===== config.mk =====
export PLATFORM = sky130hd
export DESIGN_NAME = vac_axis_unit
export DESIGN_NICKNAME = d
export VERILOG_FILES = /design/src/rtl/vac_pkg.sv /design/src/rtl/vac_axis_unit.sv
export SDC_FILE = /design/constraint.sdc
export NUM_CORES = 1
export LEC_CHECK = 0
export BUFFER_PORTS_ARGS = -buffer_cell sky130_fd_sc_hd__buf_4
export CAP_MARGIN = 5
export CORE_ASPECT_RATIO = 0.7
export CORE_MARGIN = 2
export CORE_UTILIZATION = 56
export DETAILED_ROUTE_END_ITERATION = 6
export PLACE_DENSITY = 0.78
export SKIP_LAST_GASP = 1
export SLEW_MARGIN = 20
export SYNTH_ARGS = -nofsm -noshare
export SYNTH_HDL_FRONTEND = slang
export SYNTH_SLANG_ARGS = --single-unit

===== constraint.sdc =====
create_clock -name vclk -period 13.8
set_input_delay 2.76 -clock vclk [all_inputs]
set_output_delay 2.76 -clock vclk [all_outputs]
set_load 0.05 [all_outputs]

===== src/rtl/vac_pkg.sv =====
`timescale 1ns / 1ps
// ----------------------------------------------------------------------------
// vac_pkg
// Shared constants, register codes and types of the voxel box collision query.
// ----------------------------------------------------------------------------
package vac_pkg;

  localparam int CHUNK_W_DEF   = 16;
  localparam int CHUNK_H_DEF   = 16;
  localparam int FRAC_BITS_DEF = 8;

  localparam int POS_W    = 24;
  localparam int COORD_W  = 12;
  localparam int HEIGHT_W = 10;
  localparam int HALF_W   = 8;
  localparam int INDEX_W  = 12;
  localparam int CFG_W    = 12;
  localparam int CFG_IDX_W = 3;
  // chunk sizes up to 256 voxels along an axis
  localparam int SIZE_W   = 9;
  // axis arithmetic width: covers position, box extent and chunk base
  localparam int AX_W     = 28;

  localparam int IN_DATA_W  = 88;
  localparam int OUT_DATA_W = 8;

  localparam logic [HEIGHT_W-1:0] HEIGHT_RST = 10'd461;
  localparam logic [HALF_W-1:0]   HALF_RST   = 8'd102;

  typedef enum logic [CFG_IDX_W-1:0] {
    REG_CHUNK_VALID   = 3'd0,
    REG_CHUNK_X       = 3'd1,
    REG_CHUNK_Y       = 3'd2,
    REG_CHUNK_Z       = 3'd3,
    REG_PLAYER_HEIGHT = 3'd4,
    REG_HALF_WIDTH    = 3'd5
  } cfg_reg_t;

  typedef enum logic {
    CMD_WRITE = 1'b0,
    CMD_QUERY = 1'b1
  } cmd_t;

  typedef struct packed {
    logic              present;
    logic              empty;
    logic [SIZE_W-1:0] first;
    logic [SIZE_W-1:0] last;
  } axis_res_t;

endpackage


===== src/rtl/vac_axis_unit.sv =====
`timescale 1ns / 1ps
// ----------------------------------------------------------------------------
// vac_axis_unit
// Shared per-axis unit: chunk membership and clamped overlapping voxel range.
// ----------------------------------------------------------------------------
module vac_axis_unit #(
  parameter int FRAC_BITS = vac_pkg::FRAC_BITS_DEF
) (
  input  logic signed [vac_pkg::POS_W-1:0]    pos,
  input  logic        [vac_pkg::HEIGHT_W-1:0] ext_lo,
  input  logic        [vac_pkg::HEIGHT_W-1:0] ext_hi,
  input  logic signed [vac_pkg::COORD_W-1:0]  coord,
  input  logic        [vac_pkg::SIZE_W-1:0]   size,
  output vac_pkg::axis_res_t                  res
);
  import vac_pkg::*;

  localparam logic signed [AX_W-1:0] ZERO    = '0;
  localparam logic signed [AX_W-1:0] ONE_LSB = AX_W'(1);

  logic signed [AX_W-1:0] p_w;
  logic signed [AX_W-1:0] elo_w;
  logic signed [AX_W-1:0] ehi_w;
  logic signed [AX_W-1:0] size_w;
  logic signed [AX_W-1:0] coord_w;
  logic signed [AX_W-1:0] lo;
  logic signed [AX_W-1:0] hi_m1;
  logic signed [AX_W-1:0] pos_vox;
  logic signed [AX_W-1:0] base;
  logic signed [AX_W-1:0] top;
  logic signed [AX_W-1:0] rf;
  logic signed [AX_W-1:0] rl;
  logic signed [AX_W-1:0] nm1;

  assign p_w     = AX_W'(pos);
  assign coord_w = AX_W'(coord);
  assign elo_w   = $signed({{(AX_W-HEIGHT_W){1'b0}}, ext_lo});
  assign ehi_w   = $signed({{(AX_W-HEIGHT_W){1'b0}}, ext_hi});
  assign size_w  = $signed({{(AX_W-SIZE_W){1'b0}}, size});

  assign lo      = p_w - elo_w;
  assign hi_m1   = p_w + ehi_w - ONE_LSB;
  assign pos_vox = p_w >>> FRAC_BITS;
  assign base    = coord_w * size_w;
  assign top     = base + size_w;
  assign nm1     = size_w - ONE_LSB;

  // strict overlap range: floor(lo) .. floor(hi - lsb), chunk relative
  assign rf = (lo >>> FRAC_BITS) - base;
  assign rl = (hi_m1 >>> FRAC_BITS) - base;

  assign res.present = (pos_vox >= base) && (pos_vox < top);
  assign res.empty   = (rf > rl) || (rl < ZERO) || (rf > nm1);
  assign res.first   = (rf < ZERO) ? '0 : rf[SIZE_W-1:0];
  assign res.last    = (rl > nm1) ? nm1[SIZE_W-1:0] : rl[SIZE_W-1:0];

endmodule

==> run metrics, run 1 <==
Area growth, synth to finish 17.64%; Syn Inst Count 1489; Synth Area in Simple Gates 19.18%; Max Slew Vio Count 0; xor-xnor portion of the synthesized cell area ~8.4%; worst min path class in -> out; outcome finished, final reports clean; Least-Margin Pin Slew 0.7411 ns; sequential fraction of the synthesis area 0%; Setup-failing EPs final 0; global-route wire length before repair approximately 50000 um; register area 0 um2; WL final 31120 um; Die Area 0.02211 mm2; relative slew slack about 50%; IO buf count 85; DR vias/cell 5.789; detailed-placement wirelength estimate 26530 um; Routed Antenna Nets 0; Rows 44; most used cell, CP fa_1; crit path capture type output pin; hold_ws 6.012 ns; top post-synthesis cells by area ha_1 28%, fa_1 17%, inv_1 8.1%, xnor2_1 5.4%, and2_1 3.5%; drt pass-1 iters 5; CP startpoint kind input pin; Setup Crit Path Kind in -> out; slowest CP cell fa_1; Max stage delay on crit path between 0.5 and 0.6 ns; initial antenna violation count 1; initial core utilization 56.74%; Synth Cell Area 0.01171 mm2; die width 176.9 um; GRT Total Usage between 20% and 30%; Max Fclk 0.07391 GHz; syn nets 1912; worst-path fanout max 9; Multi-input gate area between 0.01 and 0.015 mm2; residual DRC count 0; area of the core 0.02064 mm2; I/O pin count 85; initial drt markers approximately 810; drt wl/cell roughly 16 um; final net count 2042; vias in the first global route 10.66k; gpl congestion 0.9041; Overflow after GRT 0; largest family of logic cells by synthesized area adder cells; Die H 125.0 um; share of Yosys cell area claimed by the top area cell type 27.88%; cts hold-fix bufs 0; Max-cap violations 0; setup tns final 0 ns; largest net degree at the start of global routing 29; diodes inserted 0; period utilization 98.04%; final hold violation count 0; post-synthesis mux area share 1.025%; Post-Synth Adder-Cell Area 44.46%; CP arrival 10.77 ns; synth warn 0; Seq cells 0; Yosys top cell by area ha_1; Vias 10.96k; clk_buf instances 0; fin crit period roughly 14 ns; # fillers around 1.7k; Worst EP required 11.04 ns; Synth cell types 83; complex-gate fraction of the synthesized area 17.98%; Syn Area/Cell 7.867 um2; ratio of cells with drive above 1 in the final layout between 10% and 20%
-- through the flow --
step / cells / instance area (um2) / utilization (%) / setup slack [ns]
finish: 1893 / 13780 / 66.75 / 0.2703
global route: 1893 / 13780 / 66.75 / -0.08666
global placement: 1877 / 13120 / 63.53 / -0.1162
detailed placement: 1877 / 13120 / 63.53 / -0.2637
floorplan: 1489 / 11840 / - / 0.008545
CTS: 1877 / 13150 / 63.71 / -0.03365
-- critical path: cells and delay by family --
family | cells | cell delay, ns
and+or+nand+nor | 8 | 1.24
buffers and inverters | 8 | 0.81
xor gates and xnor gates | 1 | 0.13
adders and majority gates | 8 | 3.39
AOI/OAI and AO/OA | 9 | 2.44
-- area by class of cell --
| class | instances | area share (%) |
|---|---|---|
| repair buffers | 151 | 8.908 |
| inverters | 254 | 6.919 |
| multi-input cells | 1212 | 81.67 |
| well taps | 276 | 2.506 |
-- layout by cell type, fill, tap and decap left out, drive strengths merged, types with 8 or more instances in the layout --
cell type,count
inv,254
nor2,73
xor2,37
buf,150
nor4,8
or2,10
nand3,24
fa,97
nand2b,30
mux2i,12
o21a,26
a211oi,15
nand2,100
o31a,8
nand4,25
o21ai,56
and2,66
o211ai,9
a21oi,82
ha,261
a21o,44
nor3,20
and3,8
nor2b,28
or3,10
xnor2,74
-- cell usage after synthesis (30+ instances only) --
master and n:
ha_1 261, inv_1 254, nand2_1 100, fa_1 97
a21oi_1 80, nor2_1 73, xnor2_1 72, and2_1 65
o21ai_0 54, a21o_1 44, xor2_1 37, nand2b_1 30
-- kinds of logic (layout without fill, tap and decap cells) --
kind of cell / count (synthesis) / count (layout)
AO/OA/AOI/OAI: 307 / 307
XOR/XNOR: 111 / 111
adder cells (fa/ha/maj): 358 / 358
buffers and inverters: 277 / 405
multiplexers: 12 / 12
AND/OR/NAND/NOR: 424 / 424
-- timing repair --
action / CTS / global route
setup buffers: 0 / 15
endpoints found under the hold margin: 0 / 0
endpoints found under the setup margin: 10 / 10
gates resized for setup: 7 / 100
gates cloned: 0 / 1
pin swaps: 1 / 54
-- final timing paths --
kind              startpoint       to  slack [ns]  cells past startpoint
setup / recovery     size[6]  res[18]        0.27                     34
hold / removal       size[0]   res[0]        6.01                      3
-- per-layer routing --
layer / up-vias / GRT usage (%) / wire length [um]
met1: 5219 / 41.26 / 14930
met5: - / 0 / 13
met4: 2 / 5.396 / 614
met2: 360 / 44.58 / 13640
met3: 45 / 1.794 / 1921
li1: 5333 / - / -
Power of run 1 is left out: the tool's default activity adds up to more than one toggle a clock period on the data nets, which glitch-free logic cannot reach.
==> inputs of run 2 (changes only) <==
--- a/config.mk
+++ b/config.mk
@@ -9,9 +9,9 @@
 export CAP_MARGIN = 5
 export CORE_ASPECT_RATIO = 0.7
 export CORE_MARGIN = 2
-export CORE_UTILIZATION = 56
+export CORE_UTILIZATION = 47
 export DETAILED_ROUTE_END_ITERATION = 6
-export PLACE_DENSITY = 0.78
+export PLACE_DENSITY = 0.67
 export SKIP_LAST_GASP = 1
 export SLEW_MARGIN = 20
 export SYNTH_ARGS = -nofsm -noshare
==> run 2 against run 1 <==
  * Final area is 0.26% lower
  * Sequential cell count stayed put
  * Cell count is 1.8% higher
  * Critical path depth is 4 higher
  * Clock-buffer cell count stayed put
  * Sequential share of layout area stayed put
  * Worst hold slack worse by 0.0032 ns
  * Global-route usage is 4.2 points lower
  * Maximum frequency hardly changed
  * Non-clock buffer count is 14 lower
  * Critical path type unchanged
  * Critical endpoint unchanged
  * Largest cell class unchanged
==> run metrics, run 2 (same netlist as run 1, synthesis figures left out) <==
Overflow after GRT 0 (unchanged); cell family with most CP delay adder cells; global-route wire length before repair 50360 um (-1.7%); area of the core 0.02456 mm2 (+19%); clk_buf instances 0 (unchanged); outcome finished, final reports clean; Worst EP required 11.04 ns (about the same); Vias 10.56k (-3.6%); Routed Antenna Nets 0 (unchanged); worst min path class in -> out; vias in the first global route 10.04k (-5.9%); CP arrival 10.77 ns (about the same); Seq cells 0 (unchanged); I/O pin count 85 (unchanged); Buf+Inv Stages, Crit Path 8 (unchanged); GRT Total Usage 23.56% (-4.2 points); Levels on crit path 38 (+12%); Setup Crit Path Kind in -> out; Max Fclk 0.07392 GHz (about the same); cts hold-fix bufs 0 (unchanged); Least-Margin Pin Slew 0.7702 ns (+0.02910 ns); DR vias/cell 5.479 (-5.4%); Die H 136.1 um (+8.9%); commonest non-fill, non-tap cell in the layout inv_1; final hold violation count 0 (unchanged); Crit. Startpoint size[5]; Max stage delay on crit path 0.55 ns (about the same); crit path capture type output pin; Setup-failing EPs final 0 (unchanged); die width 192.7 um (+8.9%); largest net degree at the start of global routing 29 (unchanged); initial core utilization 47.69% (-9.1 points); WL final 31060 um (-0.20%); IO buf count 85 (unchanged); ratio of cells with drive above 1 in the final layout 15.47% (-0.73 points); initial drt markers 705 (-13%); Rows 48 (+9.1%); most frequent cells in the layout 253 x inv_1, 247 x ha_1, 120 x buf_4; initial antenna violation count 0 (-1); Die Area 0.02622 mm2 (+19%); hold depth 3 (unchanged); setup tns final 0 ns (unchanged); slowest CP cell fa_1; register area 0 um2 (unchanged); Max-cap violations 0 (unchanged); capture point of the worst path res[18]; detailed-placement wirelength estimate 26800 um (+1.0%); residual DRC count 0 (unchanged); final net count 2028 (-0.69%); relative slew slack 47.93% (-2.2 points); diodes inserted 0 (unchanged); fin crit period 13.53 ns (-0.0008650 ns); drt pass-1 iters 5 (unchanged); Max Slew Vio Count 0 (unchanged); gpl congestion 0.9006 (-0.39%); CP startpoint kind input pin; Area growth, synth to finish 17.33%; worst-path fanout max 8 (-1); drt wl/cell 16.11 um (-2.0%); period utilization 98.04% (about the same)
==> run 2: changes by cell type in the layout (fill, tap and decap cells not counted), sizes merged <==
| cell | before | now |
|---|---|---|
| buf | 150 | 136 |
==> run 2: how the worst min path moves through the flow <==
stage	startpoint	end	slack (ns)
floorplan	size[3]	res[3]	5.87
global placement	size[0]	res[0]	6.04
detailed placement	size[0]	res[0]	6.04
CTS	size[0]	res[0]	6.04
global route	size[0]	res[0]	6.04
finish	size[0]	res[0]	6.01
==> run 2: per-layer routing <==
| layer | track usage, % | wire length [um] | vias to the layer above |
|---|---|---|---|
| li1 | - | - | 5297 |
| met1 | 35.97 | 15640 | 4975 |
| met2 | 37.89 | 13430 | 271 |
| met3 | 1.213 | 1705 | 20 |
| met4 | 1.781 | 277 | 0 |
| met5 | 0 | 0 | - |
==> run 2: tightest hold or removal path, delay by kind of cell <==
kind	cells	cell delay, ns
buf+inv	2	0.38
mux	1	0.10
==> run 2: area by class of cell <==
| class | instances | area [um2] |
|---|---|---|
| repair buffers | 137 | 1124 |
| fillers | 2279 | 10820 |
| inverters | 254 | 953.4 |
| well taps | 325 | 406.6 |
| multi-input cells | 1212 | 11260 |
==> run 2: metrics by stage <==
stage	area, um2	setup slack [ns]	cells	util (%)	hold slack (ns)
floorplan	11840	0.008545	1489	-	5.866
global placement	13100	-0.1020	1916	53.34	6.038
detailed placement	13100	-0.1900	1916	53.34	6.044
CTS	13130	0.007895	1916	53.44	6.044
global route	13740	-0.05009	1928	55.95	6.037
finish	13740	0.2711	1928	55.95	6.008
==> run 2: repair_timing <==
action	4_1_cts	5_1_grt
pin swaps	0	44
endpoints found under the setup margin	1	10
cloned	0	1
resized for setup	5	99
setup buffers	0	11
Power of run 2 is left out for the same reason.
==> inputs of run 3 (changes only) <==
--- a/config.mk
+++ b/config.mk
@@ -13,7 +13,6 @@
 export DETAILED_ROUTE_END_ITERATION = 6
 export PLACE_DENSITY = 0.67
 export SKIP_LAST_GASP = 1
-export SLEW_MARGIN = 20
 export SYNTH_ARGS = -nofsm -noshare
 export SYNTH_HDL_FRONTEND = slang
 export SYNTH_SLANG_ARGS = --single-unit
==> constraint.sdc (replaced) <==
create_clock -name vclk -period 13.8
set_input_delay 0.69 -clock vclk [all_inputs]
set_output_delay 0.69 -clock vclk [all_outputs]
set_load 0.05 [all_outputs]
==> run 3 against run 2 <==
  * Sequential share of layout area is the same
  * Via count shrank 2.7%
  * Worst hold slack lost 4.1 ns
  * Setup slack gained 2.9 ns
  * Global-route usage is essentially flat
  * Critical path depth shrank 4
  * Utilization shrank 4.3 points
  * Die area is the same
  * Cell count shrank 2.6%
==> run metrics, run 3 (same netlist as run 1, synthesis figures left out) <==
outcome finished, final reports clean; met3 WL 1728 um (+1.3%); Worst EP required 13.11 ns (+2.07 ns); RSZ-0062 raised after global routing false; drt wl/cell 15.86 um (-1.5%); WL final 29790 um (-4.1%); Die H 136.1 um (unchanged); most frequent cells in the layout 261 x ha_1, 254 x inv_1, 100 x nand2_1; Die Area 0.02622 mm2 (unchanged); cts hold-fix bufs 0 (unchanged); initial drt markers 612 (-13%); WL met1 15500 um (-0.95%); Crit. Startpoint size[2]; crit path capture type output pin; DR vias/cell 5.471 (-0.14%); drt pass-1 iters 5 (unchanged); Met2 Wirelength 12370 um (-7.9%); initial core utilization 47.69% (unchanged); commonest non-fill, non-tap cell in the layout ha_1; setup tns final 0 ns (unchanged); most used cell, CP fa_1; area of the core 0.02456 mm2 (unchanged); register area 0 um2 (unchanged); capture point of the worst path res[7]; Max Slew Vio Count 0 (unchanged); worst-path fanout max 17 (+9); global-route wire length before repair 50290 um (-0.15%); initial antenna violation count 0 (unchanged); Routed Antenna Nets 0 (unchanged); cts repair resizes 0 (-5); period utilization 77.34% (-21 points); CP startpoint kind input pin; Setup-failing EPs final 0 (unchanged); Max stage delay on crit path 0.72 ns (+0.17 ns); die width 192.7 um (unchanged); Top Metal Used met4; ratio of cells with drive above 1 in the final layout 7.856% (-7.6 points); largest net degree at the start of global routing 29 (unchanged); vias in the first global route 10.05k (+0.15%); Vias 10.28k (-2.7%); Overflow after GRT 0 (unchanged); Seq cells 0 (unchanged); CP arrival 9.98 ns (-0.79 ns); Max-cap violations 0 (unchanged); Least-Margin Pin Slew 0.8971 ns (+0.1269 ns); residual DRC count 0 (unchanged); diodes inserted 0 (unchanged); final hold violation count 0 (unchanged); IO buf count 85 (unchanged); clk_buf instances 0 (unchanged); Max Fclk 0.09370 GHz (+27%); Rows 48 (unchanged); postcts setup bufs 0 (unchanged); Placed Area 0.01268 mm2 (-3.2%); post-route cell area 0.01268 mm2 (-7.7%); fin crit period 10.67 ns (-2.856 ns); Area growth, synth to finish 8.257%; final net count 1978 (-2.5%); detailed-placement wirelength estimate 26080 um (-2.7%); worst min path class in -> out; slowest CP cell fa_1; Setup Crit Path Kind in -> out; # fillers 2409 (+5.7%); I/O pin count 85 (unchanged); relative slew slack 39.90% (-8.0 points); gpl congestion 0.8703 (-3.4%); GRT Total Usage 23.55% (about the same)
run 3: changes by cell type in the layout (fill, tap and decap cells not counted), moves of 9 or more:
cell	delta
a21oi_1	+9
ha_1	+14
mux2i_1	+9
mux2i_4	-9
buf_6	-14
ha_4	-12
buf_4	-33
run 3: cell type report:
cell class | instances | area (um2) | share of cell area (%)
multi-input cells | 1212 | 10670 | 84.12
inverters | 254 | 953.4 | 7.519
repair buffers | 87 | 653.1 | 5.150
well taps | 325 | 406.6 | 3.207
run 3: worst max-delay path: cells and delay by family:
family	cells	cell delay, ns
simple gates	11	2.70
fa+ha+maj	8	3.86
mux	2	0.34
buf+inv	7	0.95
compound gates	6	1.41
run 3: worst min-delay path by stage:
| stage | from | cells after the start | end | slack [ns] |
|---|---|---|---|---|
| 3_5_place_dp | size[0] | 3 | res[0] | 1.92 |
| 5_1_grt | size[0] | 3 | res[0] | 1.95 |
| 2_1_floorplan | pos[23] | 2 | res[19] | 1.84 |
| 4_1_cts | size[0] | 3 | res[0] | 1.92 |
| 6_report | size[0] | 3 | res[0] | 1.90 |
| 3_3_place_gp | size[0] | 3 | res[0] | 1.90 |
run 3: per-layer routing:
metal	vias to the layer above	track usage, %
met5	-	0
met4	0	1.654
met3	12	1.446
met2	228	37.61
met1	4832	36.06
li1	5203	-
run 3: metrics by stage:
step	hold slack [ns]	utilization (%)	instances	worst slack, ns
6_report	1.903	51.62	1878	3.127
5_1_grt	1.947	51.62	1878	2.607
4_1_cts	1.915	51.62	1878	3.297
3_5_place_dp	1.915	51.62	1878	3.332
3_3_place_gp	1.902	51.62	1878	3.272
2_1_floorplan	1.841	-	1489	3.504
Power of run 3 is left out for the same reason.
